## src/scr_pkg.sv

```systemverilog
// ----------------------------------------------------------------------------
// Sequential switch router package
// Shared types, register indexes and constants for the crossfade router.
// ----------------------------------------------------------------------------
package scr_pkg;

    localparam int GAIN_W     = 17;
    localparam int GAIN_FRAC  = 16;
    localparam int LFSR_W     = 16;
    localparam int CFG_IDX_W  = 4;
    localparam int CFG_DATA_W = 17;

    localparam logic [GAIN_W-1:0] FULL_GAIN = 17'h10000;
    localparam logic [LFSR_W-1:0] LFSR_SEED = 16'hACE1;
    localparam logic [LFSR_W-1:0] LFSR_TAPS = 16'hB400;

    localparam logic [CFG_IDX_W-1:0] REG_SELECT_MODE      = 4'd0;
    localparam logic [CFG_IDX_W-1:0] REG_STEP_DIRECTION   = 4'd1;
    localparam logic [CFG_IDX_W-1:0] REG_OUTPUT_COUNT     = 4'd2;
    localparam logic [CFG_IDX_W-1:0] REG_FADE_STEP        = 4'd3;
    localparam logic [CFG_IDX_W-1:0] REG_RESET_TARGET     = 4'd4;
    localparam logic [CFG_IDX_W-1:0] REG_WRAP_ENABLE      = 4'd5;
    localparam logic [CFG_IDX_W-1:0] REG_REVERSE_ON_RESET = 4'd6;
    localparam logic [CFG_IDX_W-1:0] REG_RIGHT_PRESENT    = 4'd7;

    localparam logic [1:0] DIR_INC  = 2'd0;
    localparam logic [1:0] DIR_RAND = 2'd1;
    localparam logic [1:0] DIR_DEC  = 2'd2;

    localparam logic MODE_CV      = 1'b0;
    localparam logic MODE_TRIGGER = 1'b1;

    typedef enum logic [1:0] {
        ST_IDLE,
        ST_RESET_EV,
        ST_CTRL_EV,
        ST_SWEEP
    } state_t;

    typedef enum logic [1:0] {
        OP_HOLD,
        OP_UP,
        OP_DOWN,
        OP_RAND
    } step_op_t;

    typedef struct packed {
        logic                select_mode;
        logic [1:0]          step_direction;
        logic [3:0]          output_count;
        logic [GAIN_W-1:0]   fade_step;
        logic [2:0]          reset_target;
        logic                wrap_enable;
        logic                reverse_on_reset;
        logic                right_present;
    } cfg_t;

    function automatic step_op_t dir_to_op(logic [1:0] dir, logic reverse);
        step_op_t op;
        case (dir)
            DIR_INC:  op = reverse ? OP_DOWN : OP_UP;
            DIR_DEC:  op = reverse ? OP_UP : OP_DOWN;
            DIR_RAND: op = OP_RAND;
            default:  op = OP_HOLD;
        endcase
        return op;
    endfunction

endpackage

```

## src/scr_gain_ram.sv

```systemverilog
// ----------------------------------------------------------------------------
// Gain memory
// One gain per output; synchronous read, one write port, per-entry valid bits
// so that unwritten entries read as full gain.
// ----------------------------------------------------------------------------
module scr_gain_ram #(
    parameter int DEPTH = 8,
    localparam int AW = $clog2(DEPTH)
) (
    input  logic                      clk,
    input  logic                      rst_n,
    input  logic                      rd_en,
    input  logic [AW-1:0]             rd_addr,
    output logic [scr_pkg::GAIN_W-1:0] rd_data,
    input  logic                      wr_en,
    input  logic [AW-1:0]             wr_addr,
    input  logic [scr_pkg::GAIN_W-1:0] wr_data
);
    import scr_pkg::*;

    logic [GAIN_W-1:0] mem [DEPTH];
    logic [GAIN_W-1:0] rd_q_reg;
    logic [DEPTH-1:0]  vld_reg;
    logic              rd_vld_reg;

    always_ff @(posedge clk)
    begin
        if (wr_en)
        begin
            mem[wr_addr] <= wr_data;
        end
        if (rd_en)
        begin
            rd_q_reg <= mem[rd_addr];
        end
    end

    always_ff @(posedge clk or negedge rst_n)
    begin
        if (!rst_n)
        begin
            vld_reg    <= '0;
            rd_vld_reg <= 1'b0;
        end
        else
        begin
            if (wr_en)
            begin
                vld_reg[wr_addr] <= 1'b1;
            end
            if (rd_en)
            begin
                rd_vld_reg <= vld_reg[rd_addr];
            end
        end
    end

    assign rd_data = rd_vld_reg ? rd_q_reg : FULL_GAIN;

endmodule

```

## src/scr_step.sv

```systemverilog
// ----------------------------------------------------------------------------
// Output stepper
// Next output for one step event: up, down, random draw or hold.
// ----------------------------------------------------------------------------
module scr_step #(
    parameter int NUM_OUTPUTS = 8,
    localparam int IDX_W = $clog2(NUM_OUTPUTS),
    localparam int CNT_W = $clog2(NUM_OUTPUTS + 1)
) (
    input  logic [IDX_W-1:0]           cur,
    input  logic [CNT_W-1:0]           cnt,
    input  scr_pkg::step_op_t          op,
    input  logic                       wrap,
    input  logic [scr_pkg::LFSR_W-1:0] lfsr,
    output logic [scr_pkg::LFSR_W-1:0] lfsr_adv,
    output logic [IDX_W-1:0]           nxt
);
    import scr_pkg::*;

    localparam int UW = CNT_W + 1;
    localparam int RW = LFSR_W + CNT_W;

    logic [RW-1:0]    rnd_prod;
    logic [IDX_W-1:0] rnd_idx;
    logic [IDX_W-1:0] up_idx;
    logic [IDX_W-1:0] down_idx;
    logic [CNT_W-1:0] top_idx;

    assign lfsr_adv = {1'b0, lfsr[LFSR_W-1:1]} ^ (lfsr[0] ? LFSR_TAPS : '0);
    assign rnd_prod = RW'(lfsr_adv) * RW'(cnt);
    assign rnd_idx  = rnd_prod[LFSR_W +: IDX_W];
    assign top_idx  = cnt - CNT_W'(1);

    always_comb
    begin
        if ((UW'(cur) + UW'(2)) > UW'(cnt))
        begin
            up_idx = wrap ? '0 : cur;
        end
        else
        begin
            up_idx = cur + IDX_W'(1);
        end

        if (cur == '0)
        begin
            down_idx = wrap ? top_idx[IDX_W-1:0] : cur;
        end
        else
        begin
            down_idx = cur - IDX_W'(1);
        end

        case (op)
            OP_UP:   nxt = up_idx;
            OP_DOWN: nxt = down_idx;
            OP_RAND: nxt = rnd_idx;
            default: nxt = cur;
        endcase
    end

endmodule

```

## src/scr_scale.sv

```systemverilog
// ----------------------------------------------------------------------------
// Output scaler
// Multiply the stereo pair by a gain, round and hold the result beat in the
// master-side output register.
// ----------------------------------------------------------------------------
module scr_scale #(
    parameter int NUM_OUTPUTS = 8,
    parameter int SAMPLE_BITS = 16,
    localparam int IDX_W  = $clog2(NUM_OUTPUTS),
    localparam int OUT_DW = ((2 * SAMPLE_BITS + 7) / 8) * 8
) (
    input  logic                              clk,
    input  logic                              rst_n,
    input  logic                              in_valid,
    output logic                              adv,
    input  logic signed [SAMPLE_BITS-1:0]     left,
    input  logic signed [SAMPLE_BITS-1:0]     right,
    input  logic [scr_pkg::GAIN_W-1:0]        gain,
    input  logic [IDX_W-1:0]                  idx,
    input  logic                              sel,
    output logic                              m_tvalid,
    input  logic                              m_tready,
    output logic [OUT_DW-1:0]                 m_tdata,   // left_out, right_out
    output logic [3:0]                        m_tuser,   // out_index[2:0], is_selected
    output logic                              m_tlast
);
    import scr_pkg::*;

    localparam int PW = SAMPLE_BITS + GAIN_W + 1;
    localparam logic signed [SAMPLE_BITS-1:0] MOST_NEG = {1'b1, {(SAMPLE_BITS-1){1'b0}}};
    localparam logic signed [SAMPLE_BITS-1:0] NEG_FS   =
        {1'b1, {(SAMPLE_BITS-2){1'b0}}, 1'b1};

    logic signed [SAMPLE_BITS-1:0] left_c;
    logic signed [SAMPLE_BITS-1:0] right_c;
    logic signed [GAIN_W:0]        gain_s;
    logic signed [PW-1:0]          prod_l_next;
    logic signed [PW-1:0]          prod_r_next;
    logic signed [PW-1:0]          sum_l;
    logic signed [PW-1:0]          sum_r;

    logic                          p2_valid_reg;
    logic signed [PW-1:0]          p2_prod_l_reg;
    logic signed [PW-1:0]          p2_prod_r_reg;
    logic [IDX_W-1:0]              p2_idx_reg;
    logic                          p2_sel_reg;

    logic                          out_valid_reg;
    logic [SAMPLE_BITS-1:0]        out_left_reg;
    logic [SAMPLE_BITS-1:0]        out_right_reg;
    logic [2:0]                    out_idx_reg;
    logic                          out_sel_reg;
    logic                          out_last_reg;

    assign adv     = !out_valid_reg || m_tready;
    assign left_c  = (left == MOST_NEG) ? NEG_FS : left;
    assign right_c = (right == MOST_NEG) ? NEG_FS : right;
    assign gain_s  = $signed({1'b0, gain});

    assign prod_l_next = PW'(left_c) * PW'(gain_s);
    assign prod_r_next = PW'(right_c) * PW'(gain_s);

    assign sum_l = p2_prod_l_reg + PW'(1 << (GAIN_FRAC - 1));
    assign sum_r = p2_prod_r_reg + PW'(1 << (GAIN_FRAC - 1));

    always_ff @(posedge clk)
    begin
        if (adv)
        begin
            p2_prod_l_reg <= prod_l_next;
            p2_prod_r_reg <= prod_r_next;
            p2_idx_reg    <= idx;
            p2_sel_reg    <= sel;
            out_left_reg  <= sum_l[GAIN_FRAC +: SAMPLE_BITS];
            out_right_reg <= sum_r[GAIN_FRAC +: SAMPLE_BITS];
            out_idx_reg   <= 3'(p2_idx_reg);
            out_sel_reg   <= p2_sel_reg;
            out_last_reg  <= (p2_idx_reg == IDX_W'(NUM_OUTPUTS - 1));
        end
    end

    always_ff @(posedge clk or negedge rst_n)
    begin
        if (!rst_n)
        begin
            p2_valid_reg  <= 1'b0;
            out_valid_reg <= 1'b0;
        end
        else if (adv)
        begin
            p2_valid_reg  <= in_valid;
            out_valid_reg <= p2_valid_reg;
        end
    end

    assign m_tvalid = out_valid_reg;
    assign m_tdata  = OUT_DW'({out_right_reg, out_left_reg});
    assign m_tuser  = {out_sel_reg, out_idx_reg};
    assign m_tlast  = out_last_reg;

endmodule

```

## src/sequential_switch_crossfade_router_top.sv

```systemverilog
// Each input beat runs the reset and control event states, then the gain sweep,
// whose results pass the p1, p2 and output registers. Throughput: NUM_OUTPUTS
// result beats, one per cycle unless the output stalls; a new input beat waits
// for the gain memory sweep, one read-modify-write per cycle unless stalled.
// Reset: asynchronous, active low; gains read as full gain until written,
// no clearing pass, so the block accepts input as soon as reset is released.
// ----------------------------------------------------------------------------
// Sequential switch crossfade router
// Routes a stereo sample to one of several outputs selected by trigger steps,
// a reset edge or CV level; a nonzero fade step ramps per-output gains on change.
// ----------------------------------------------------------------------------
module sequential_switch_crossfade_router_top #(
    parameter int NUM_OUTPUTS = 8,
    parameter int SAMPLE_BITS = 16,
    localparam int IN_DW  = ((4 * SAMPLE_BITS + 7) / 8) * 8,
    localparam int OUT_DW = ((2 * SAMPLE_BITS + 7) / 8) * 8
) (
    input  logic                                clk,
    input  logic                                rst_n,
    input  logic                                s_tvalid,
    output logic                                s_tready,
    // control_level, reset_level, left_sample, right_sample
    input  logic [IN_DW-1:0]                    s_tdata,
    output logic                                m_tvalid,
    input  logic                                m_tready,
    // left_out, right_out
    output logic [OUT_DW-1:0]                   m_tdata,
    // out_index[2:0], is_selected
    output logic [3:0]                          m_tuser,
    output logic                                m_tlast,
    input  logic                                cfg_valid,
    output logic                                cfg_ready,
    input  logic [scr_pkg::CFG_IDX_W-1:0]       cfg_index,
    input  logic [scr_pkg::CFG_DATA_W-1:0]      cfg_data
);
    import scr_pkg::*;

    localparam int SB        = SAMPLE_BITS;
    localparam int IDX_W     = $clog2(NUM_OUTPUTS);
    localparam int CNT_W     = $clog2(NUM_OUTPUTS + 1);
    localparam int SAMPLE_FS = (1 << (SB - 1)) - 1;
    localparam int PRW       = SB - 1 + CNT_W;
    localparam logic signed [SB-1:0] LEVEL_HIGH = SB'(SAMPLE_FS / 10);

    cfg_t                   cfg_reg, cfg_next;
    state_t                 state_reg, state_next;
    logic [IDX_W-1:0]       cur_reg, cur_next;
    logic [IDX_W-1:0]       last_cv_slot_reg, last_cv_slot_next;
    logic                   fade_in_active_reg, fade_in_active_next;
    logic [IDX_W-1:0]       fade_in_output_reg, fade_in_output_next;
    logic [NUM_OUTPUTS-1:0] fade_out_reg, fade_out_next;
    logic [NUM_OUTPUTS-1:0] full_mask_reg, full_mask_next;
    logic signed [SB-1:0]   last_ctrl_reg, last_ctrl_next;
    logic signed [SB-1:0]   last_rst_reg, last_rst_next;
    logic [LFSR_W-1:0]      lfsr_reg, lfsr_next;
    logic [IDX_W-1:0]       sweep_idx_reg, sweep_idx_next;
    logic                   p1_valid_reg, p1_valid_next;
    logic [IDX_W-1:0]       p1_idx_reg, p1_idx_next;

    logic signed [SB-1:0]   ctrl_in_reg;
    logic signed [SB-1:0]   rst_in_reg;
    logic signed [SB-1:0]   left_in_reg;
    logic signed [SB-1:0]   right_in_reg;
    logic [PRW-1:0]         cv_prod_reg, cv_prod_next;

    logic                   in_beat;
    logic [4:0]             cnt5;
    logic [CNT_W-1:0]       eff_cnt;
    logic [4:0]             tgt5;
    logic [IDX_W-1:0]       tgt_idx;
    logic                   rst_edge;
    logic                   ctrl_edge;
    logic [SB-2:0]          cv_lvl;
    logic signed [SB-1:0]   cv_lvl_s;
    logic [CNT_W-1:0]       slot;
    logic [IDX_W-1:0]       slot_idx;
    logic                   rev_path;
    step_op_t               step_op;
    logic [IDX_W-1:0]       step_idx;
    logic [LFSR_W-1:0]      lfsr_adv;
    logic                   chg;
    logic [IDX_W-1:0]       new_cur;

    logic                   adv;
    logic                   rd_en;
    logic [GAIN_W-1:0]      rd_gain;
    logic                   wr_en;
    logic [GAIN_W-1:0]      g_in;
    logic [GAIN_W:0]        g_up;
    logic [GAIN_W-1:0]      gain_use;
    logic [GAIN_W-1:0]      gain_new;
    logic                   fade_in_done;
    logic                   fade_out_done;
    logic                   p1_is_cur;
    logic signed [SB-1:0]   right_src;

    assign in_beat   = s_tvalid && s_tready;
    assign cfg_ready = 1'b1;

    always_ff @(posedge clk)
    begin
        if (in_beat)
        begin
            ctrl_in_reg  <= s_tdata[0 +: SB];
            rst_in_reg   <= s_tdata[SB +: SB];
            left_in_reg  <= s_tdata[2*SB +: SB];
            right_in_reg <= s_tdata[3*SB +: SB];
        end
        cv_prod_reg <= cv_prod_next;
    end

    assign cnt5 = (cfg_reg.output_count == 4'd0) ? 5'd1 :
                  (({1'b0, cfg_reg.output_count} > 5'(NUM_OUTPUTS)) ? 5'(NUM_OUTPUTS) :
                   {1'b0, cfg_reg.output_count});
    assign eff_cnt = cnt5[CNT_W-1:0];

    assign tgt5 = ({2'b00, cfg_reg.reset_target} < 5'(NUM_OUTPUTS)) ?
                  {2'b00, cfg_reg.reset_target} : 5'(NUM_OUTPUTS - 1);
    assign tgt_idx = tgt5[IDX_W-1:0];

    assign rst_edge  = (rst_in_reg > LEVEL_HIGH) && !(last_rst_reg > LEVEL_HIGH);
    assign ctrl_edge = (ctrl_in_reg > LEVEL_HIGH) && !(last_ctrl_reg > LEVEL_HIGH);

    assign cv_lvl       = ctrl_in_reg[SB-1] ? '0 : ctrl_in_reg[SB-2:0];
    assign cv_lvl_s     = $signed({1'b0, cv_lvl});
    assign cv_prod_next = PRW'(cv_lvl) * PRW'(eff_cnt);

    always_comb
    begin
        slot = '0;
        for (int k = 1; k <= NUM_OUTPUTS; k++)
        begin
            if (cv_prod_reg >= PRW'(k * SAMPLE_FS))
            begin
                slot = CNT_W'(k);
            end
        end
        if (slot >= eff_cnt)
        begin
            slot = eff_cnt - CNT_W'(1);
        end
    end
    assign slot_idx = slot[IDX_W-1:0];

    assign rev_path = cfg_reg.reverse_on_reset && (cfg_reg.select_mode == MODE_TRIGGER);
    assign step_op  = (state_reg == ST_RESET_EV) ?
                      (rev_path ? dir_to_op(cfg_reg.step_direction, 1'b1) : OP_HOLD) :
                      dir_to_op(cfg_reg.step_direction, 1'b0);

    scr_step #(
        .NUM_OUTPUTS (NUM_OUTPUTS)
    ) u_step (
        .cur      (cur_reg),
        .cnt      (eff_cnt),
        .op       (step_op),
        .wrap     (cfg_reg.wrap_enable),
        .lfsr     (lfsr_reg),
        .lfsr_adv (lfsr_adv),
        .nxt      (step_idx)
    );

    scr_gain_ram #(
        .DEPTH (NUM_OUTPUTS)
    ) u_gain_ram (
        .clk     (clk),
        .rst_n   (rst_n),
        .rd_en   (rd_en),
        .rd_addr (sweep_idx_reg),
        .rd_data (rd_gain),
        .wr_en   (wr_en),
        .wr_addr (p1_idx_reg),
        .wr_data (gain_new)
    );

    always_comb
    begin
        p1_is_cur     = (p1_idx_reg == cur_reg);
        g_in          = full_mask_reg[p1_idx_reg] ? FULL_GAIN : rd_gain;
        g_up          = {1'b0, g_in} + {1'b0, cfg_reg.fade_step};
        fade_in_done  = 1'b0;
        fade_out_done = 1'b0;
        gain_use      = '0;
        gain_new      = g_in;
        if (p1_is_cur)
        begin
            if (fade_in_active_reg && (fade_in_output_reg == p1_idx_reg))
            begin
                if (g_up > {1'b0, FULL_GAIN})
                begin
                    gain_new     = FULL_GAIN;
                    fade_in_done = 1'b1;
                end
                else
                begin
                    gain_new = g_up[GAIN_W-1:0];
                end
            end
            gain_use = gain_new;
        end
        else if (fade_out_reg[p1_idx_reg])
        begin
            gain_use = g_in;
            if (cfg_reg.fade_step > g_in)
            begin
                gain_new      = '0;
                fade_out_done = 1'b1;
            end
            else
            begin
                gain_new = g_in - cfg_reg.fade_step;
            end
        end
    end

    always_comb
    begin
        cfg_next            = cfg_reg;
        state_next          = state_reg;
        cur_next            = cur_reg;
        last_cv_slot_next   = last_cv_slot_reg;
        fade_in_active_next = fade_in_active_reg;
        fade_in_output_next = fade_in_output_reg;
        fade_out_next       = fade_out_reg;
        full_mask_next      = full_mask_reg;
        last_ctrl_next      = last_ctrl_reg;
        last_rst_next       = last_rst_reg;
        lfsr_next           = lfsr_reg;
        sweep_idx_next      = sweep_idx_reg;
        p1_valid_next       = p1_valid_reg;
        p1_idx_next         = p1_idx_reg;
        s_tready            = 1'b0;
        rd_en               = 1'b0;
        wr_en               = 1'b0;
        chg                 = 1'b0;
        new_cur             = cur_reg;

        if (cfg_valid)
        begin
            case (cfg_index)
                REG_SELECT_MODE:      cfg_next.select_mode      = cfg_data[0];
                REG_STEP_DIRECTION:   cfg_next.step_direction   = cfg_data[1:0];
                REG_OUTPUT_COUNT:     cfg_next.output_count     = cfg_data[3:0];
                REG_FADE_STEP:        cfg_next.fade_step        = cfg_data[GAIN_W-1:0];
                REG_RESET_TARGET:     cfg_next.reset_target     = cfg_data[2:0];
                REG_WRAP_ENABLE:      cfg_next.wrap_enable      = cfg_data[0];
                REG_REVERSE_ON_RESET: cfg_next.reverse_on_reset = cfg_data[0];
                REG_RIGHT_PRESENT:    cfg_next.right_present    = cfg_data[0];
                default:              ;
            endcase
        end

        if (adv)
        begin
            p1_valid_next = 1'b0;
        end

        case (state_reg)
            ST_IDLE:
            begin
                s_tready = !p1_valid_reg;
                if (s_tvalid && !p1_valid_reg)
                begin
                    full_mask_next = '0;
                    state_next     = ST_RESET_EV;
                end
            end
            ST_RESET_EV:
            begin
                last_rst_next = rst_in_reg;
                if (rst_edge)
                begin
                    chg     = 1'b1;
                    new_cur = rev_path ? step_idx : tgt_idx;
                end
                state_next = ST_CTRL_EV;
            end
            ST_CTRL_EV:
            begin
                if (cfg_reg.select_mode == MODE_TRIGGER)
                begin
                    if (ctrl_edge)
                    begin
                        chg     = 1'b1;
                        new_cur = step_idx;
                    end
                    last_ctrl_next = ctrl_in_reg;
                end
                else
                begin
                    if ((cv_lvl_s != last_ctrl_reg) && (slot_idx != last_cv_slot_reg))
                    begin
                        chg               = 1'b1;
                        new_cur           = slot_idx;
                        last_cv_slot_next = slot_idx;
                    end
                    last_ctrl_next = cv_lvl_s;
                end
                sweep_idx_next = '0;
                state_next     = ST_SWEEP;
            end
            ST_SWEEP:
            begin
                if (adv)
                begin
                    rd_en         = 1'b1;
                    p1_valid_next = 1'b1;
                    p1_idx_next   = sweep_idx_reg;
                    if (sweep_idx_reg == IDX_W'(NUM_OUTPUTS - 1))
                    begin
                        state_next = ST_IDLE;
                    end
                    else
                    begin
                        sweep_idx_next = sweep_idx_reg + IDX_W'(1);
                    end
                end
            end
            default:
            begin
                state_next = ST_IDLE;
            end
        endcase

        if (chg)
        begin
            cur_next = new_cur;
            if (step_op == OP_RAND && !(state_reg == ST_CTRL_EV &&
                cfg_reg.select_mode == MODE_CV))
            begin
                lfsr_next = lfsr_adv;
            end
            if (cfg_reg.fade_step == '0)
            begin
                full_mask_next[new_cur] = 1'b1;
            end
            else
            begin
                fade_in_active_next    = 1'b1;
                fade_in_output_next    = new_cur;
                fade_out_next[cur_reg] = 1'b1;
            end
        end

        if (p1_valid_reg && adv)
        begin
            wr_en = 1'b1;
            if (fade_in_done)
            begin
                fade_in_active_next = 1'b0;
            end
            if (fade_out_done)
            begin
                fade_out_next[p1_idx_reg] = 1'b0;
            end
        end
    end

    always_ff @(posedge clk or negedge rst_n)
    begin
        if (!rst_n)
        begin
            cfg_reg.select_mode      <= MODE_TRIGGER;
            cfg_reg.step_direction   <= DIR_INC;
            cfg_reg.output_count     <= 4'd8;
            cfg_reg.fade_step        <= '0;
            cfg_reg.reset_target     <= 3'd0;
            cfg_reg.wrap_enable      <= 1'b1;
            cfg_reg.reverse_on_reset <= 1'b0;
            cfg_reg.right_present    <= 1'b0;
            state_reg                <= ST_IDLE;
            cur_reg                  <= '0;
            last_cv_slot_reg         <= '0;
            fade_in_active_reg       <= 1'b0;
            fade_in_output_reg       <= '0;
            fade_out_reg             <= '0;
            full_mask_reg            <= '0;
            last_ctrl_reg            <= '0;
            last_rst_reg             <= '0;
            lfsr_reg                 <= LFSR_SEED;
            sweep_idx_reg            <= '0;
            p1_valid_reg             <= 1'b0;
            p1_idx_reg               <= '0;
        end
        else
        begin
            cfg_reg            <= cfg_next;
            state_reg          <= state_next;
            cur_reg            <= cur_next;
            last_cv_slot_reg   <= last_cv_slot_next;
            fade_in_active_reg <= fade_in_active_next;
            fade_in_output_reg <= fade_in_output_next;
            fade_out_reg       <= fade_out_next;
            full_mask_reg      <= full_mask_next;
            last_ctrl_reg      <= last_ctrl_next;
            last_rst_reg       <= last_rst_next;
            lfsr_reg           <= lfsr_next;
            sweep_idx_reg      <= sweep_idx_next;
            p1_valid_reg       <= p1_valid_next;
            p1_idx_reg         <= p1_idx_next;
        end
    end

    assign right_src = cfg_reg.right_present ? right_in_reg : left_in_reg;

    scr_scale #(
        .NUM_OUTPUTS (NUM_OUTPUTS),
        .SAMPLE_BITS (SAMPLE_BITS)
    ) u_scale (
        .clk      (clk),
        .rst_n    (rst_n),
        .in_valid (p1_valid_reg),
        .adv      (adv),
        .left     (left_in_reg),
        .right    (right_src),
        .gain     (gain_use),
        .idx      (p1_idx_reg),
        .sel      (p1_is_cur),
        .m_tvalid (m_tvalid),
        .m_tready (m_tready),
        .m_tdata  (m_tdata),
        .m_tuser  (m_tuser),
        .m_tlast  (m_tlast)
    );

`ifndef SYNTHESIS
    a_accept_starts_events: assert property (@(posedge clk) disable iff (!rst_n)
        in_beat |=> (state_reg == ST_RESET_EV))
        else $error("input beat did not start event handling");

    a_cur_in_range: assert property (@(posedge clk) disable iff (!rst_n)
        cur_reg <= IDX_W'(NUM_OUTPUTS - 1))
        else $error("current output out of range");

    a_lfsr_nonzero: assert property (@(posedge clk) disable iff (!rst_n)
        lfsr_reg != '0)
        else $error("random generator stuck at zero");

    a_gain_write_bounded: assert property (@(posedge clk) disable iff (!rst_n)
        wr_en |-> (gain_new <= FULL_GAIN))
        else $error("gain written above full scale");

    a_no_accept_while_sweep: assert property (@(posedge clk) disable iff (!rst_n)
        (state_reg == ST_SWEEP) |=> !$past(in_beat))
        else $error("input beat taken during gain sweep");
`endif

endmodule
```

## config.mk

```make
export PLATFORM = sky130hd
export DESIGN_NAME = sequential_switch_crossfade_router_top
export DESIGN_NICKNAME = d
export VERILOG_FILES = /design/src/scr_pkg.sv /design/src/scr_gain_ram.sv /design/src/scr_step.sv /design/src/scr_scale.sv /design/src/sequential_switch_crossfade_router_top.sv
export SDC_FILE = /design/constraint.sdc
export NUM_CORES = 2
export LEC_CHECK = 0
export ABC_CLOCK_PERIOD_IN_PS = 21300
export BUFFER_PORTS_ARGS = -buffer_cell sky130_fd_sc_hd__buf_2
export CAP_MARGIN = 20
export CORE_AREA = 2 2 314 285
export CTS_CLUSTER_DIAMETER = 200
export DETAILED_ROUTE_END_ITERATION = 12
export DIE_AREA = 0 0 316 287
export SLEW_MARGIN = 20
export SYNTH_ARGS = -nofsm -noshare
export SYNTH_HDL_FRONTEND = slang
export SYNTH_SLANG_ARGS = --single-unit
```

## constraint.sdc

```tcl
create_clock -name clk -period 21.3 [get_ports clk]
set_input_delay 2.13 -clock clk [delete_from_list [all_inputs] [get_ports clk]]
set_output_delay 2.13 -clock clk [all_outputs]
set_load 0.01 [all_outputs]
```

==> qor.csv <==
stage,metric,value,unit
status,status,completed,
synth,Yosys warning count,0,
route,Vias/cell,5.46,
cts,Post-CTS Setup Repair Bufs,0,
sta,hold slack,0.427,ns
sta,final setup vio count,0,
cts,Clock Tree Root,clkbuf_16,
worst_setup_path,worst reg2reg path depth,38,
sta,Tcrit/Tclk final,56.5,%
route,vias,29000,
sta,actual slew at the worst max-slew pin,1.14,ns
worst_setup_path,crit end category,flop,
cts,buffer levels on the longest clock path,3,
worst_setup_path,Worst EP arrival,12.41,ns
sta,Setup TNS Final,0,ns
global_route,largest net degree at the start of global routing,84,
synth,Synth Net Count,4924,
route,post-route DRC violation count,0,
worst_hold_path,Hold EP,u_scale.out_sel_reg,
synth,"area leader, netlist",fa_1,
cts,worst-skew pair later-pin latency,0.63,ns
sta,Layout Skew,0.0447,ns
worst_setup_path,worst-path maximum fanout,22,
sta,RSZ-0062 raised after global routing,no,
worst_setup_path,Crit path max-delay family,adder cells,
synth,number of synthesized flops with an enable pin,292,
worst_setup_path,CP peak stage delay,0.79,ns
layout,fin area,44400,µm²
cts,cts repair resizes,0,
route,1st-pass router iterations,7,
layout,max reg flops,136,
route,drt total wl,108000,µm
placement,Inst Count DP,5215,
cts,clock-pin slew on the worst setup and hold paths,0.06,ns
global_route,initial antenna violation count,3,
sta,Final Max Tran Viols,0,
route,wire length per cell,20.4,µm
layout,P&R area growth vs syn,8.68,%
floorplanning,I/O pins,130,
worst_setup_path,"reg-to-reg slack, setup",9.26,ns
worst_setup_path,worst path required time,21.67,ns
worst_setup_path,Reg-to-Reg Start,p1_idx_reg[1],
placement,Placer Congestion,0.909,
layout,share of layout cells above drive strength 1,11.1,%
cts,CTS buffer count,48,
synth,Synth area leaders,"fa_1 (23%), edfxtp_1 (21%), ha_1 (9.9%), dfrtp_1 (6.9%), inv_1 (6.2%)",
sta,slew margin rel.,24.3,%
layout,Final Non-Filler Cells,5308,
synth,post-synth top area share,23.0,%
layout,register area,12300,µm²
cts,clock sink total,435,
layout,"commonest non-fill, non-tap cell in the layout",inv_1,
synth,Mean Syn Cell Area,10.1,µm²
worst_setup_path,WP buf/inv,5,
worst_hold_path,Hold/Removal Path Class,reg2reg,
worst_hold_path,hold wc startpoint,u_scale.p2_sel_reg,
worst_setup_path,slowest CP cell,and2_1,
cts,Hold Buf Count CTS,0,
worst_hold_path,worst hold stages,0,
placement,Port Buf Inserts,128,
floorplanning,die width,316,µm
cts,H-tree Lvls,2,
floorplanning,placeable core region,87200,µm²
worst_setup_path,Setup crit start kind,flop,
floorplanning,die area,90700,µm²
floorplanning,Initial Util,46.8,%
worst_setup_path,FF-to-FF End,u_scale.p2_prod_r_reg[31],
route,1st-iter DRT viols,2379,
synth,count of cell types in the netlist,95,
placement,hpwl dp,80900,µm
synth,Gate Count Post-Synth,4041,
cts,CTS tree,built,
layout,Filler Cells Inserted,8018,
global_route,Congestion Overflow GR,0,
global_route,first-pass GRT wire length,171000,µm
layout,Multi-input gate area,25500,µm²
synth,Seq cells post-synth,435,
synth,"Seq/Total Area, Yosys",30.0,%
global_route,vias in the first global route,29700,
sta,Period minus WS final,12.04,ns
layout,most frequent cells in the layout,"inv_1 (669), nand2_1 (474), fa_1 (469), ha_1 (323), nor2_1 (303)",
worst_setup_path,Setup CP Type,reg2reg,
worst_setup_path,most frequent CP cell,fa_1,
sta,highest clock rate,0.0831,GHz
layout,nets@finish,4996,
run,max-cap viol count,0,
synth,synthesized cell area,40800,µm²
synth,dominant synthesized flop cell,edfxtp_1,
placement,placed inst area,42800,µm²
sta,Final Hold Vio Count,0,
floorplanning,row count,103,
floorplanning,die height,287,µm
route,Post-DRT Antenna Nets,0,
synth,Post-synth ARST share,28.5,%
global_route,GRT Total Usage,24.4,%
==> worst max-delay path by stage <==
stage	from	slack (ns)	depth (start not counted)	endpoint
final	p1_idx_reg[1]	9.26	38	u_scale.p2_prod_r_reg[31]
after global routing	p1_idx_reg[1]	8.50	38	u_scale.p2_prod_r_reg[31]
after CTS	p1_idx_reg[1]	9.21	40	u_scale.p2_prod_r_reg[31]
after detailed placement	p1_idx_reg[1]	9.24	40	u_scale.p2_prod_r_reg[31]
after global placement	p1_idx_reg[1]	9.51	40	u_scale.p2_prod_r_reg[31]
after floorplan	p1_idx_reg[1]	10.96	42	u_scale.p2_prod_r_reg[22]
==> Yosys cell counts (8+ instances only) <==
library cell  number
inv_1            671
nand3_1           35
nand2b_1          22
dfxtp_1           19
o211ai_1          10
buf_1             13
or2_2             22
o21ai_0          107
nor2b_1           46
nor2_1           310
nor3_1            40
edfxtp_1         292
nand4_1           27
a211oi_1          11
mux2i_1           21
nand2_1          474
o32ai_1           11
mux4_2            36
fa_1             469
nor3b_1            8
mux2_2            82
buf_2             15
o21bai_1          17
o21a_1            16
dfstp_2           11
dfrtp_1          113
xnor2_1          101
ha_1             324
a221oi_1           8
and3_1            22
a21o_1            30
a31oi_1           42
a21oi_1          124
clkbuf_1         138
and2_1           146
or3_1             10
nor4_1            14
xor2_1            33
==> stage by stage <==
stage / util [%] / setup WS (ns)
finish: 50.9 / 9.26
global route: 50.9 / 8.50
CTS: 50.8 / 9.21
detailed placement: 49.1 / 9.24
global placement: 49.1 / 9.51
floorplan: - / 10.96
==> area by class of cell <==
| cell class | count | area share, % |
|---|---|---|
| timing repair buffer | 192 | 2.53 |
| multi-input combinational | 2761 | 57.4 |
| inverter | 675 | 5.72 |
| clock buffer | 64 | 2.91 |
| tap | 1155 | 3.26 |
| antenna | 1 | 0.00564 |
| sequential | 435 | 27.6 |
| clock inverter | 25 | 0.547 |
==> cell families after synthesis <==
| family | Yosys count | synth area share, % |
|---|---|---|
| AO/OA/AOI/OAI | 492 | 8.00 |
| XOR/XNOR | 134 | 2.87 |
| adder cells (fa/ha/maj) | 793 | 32.9 |
| buffers and inverters | 845 | 7.86 |
| flip-flops | 435 | 30.0 |
| multiplexers | 142 | 4.84 |
| other | 1 | 0.00918 |
| AND/OR/NAND/NOR | 1199 | 13.5 |
==> per-layer routing <==
layer / global-route usage [%] / vias to the layer above / routed length (µm)
met3: 4.93 / 177 / 8310
li1: - / 13300 / -
met5: 0 / - / 17
met1: 35.4 / 14500 / 49400
met4: 7.30 / 4 / 3150
met2: 36.9 / 963 / 47200
Power is left out: the tool's default activity adds up to more than one toggle a clock period on the data nets, which glitch-free logic cannot reach.
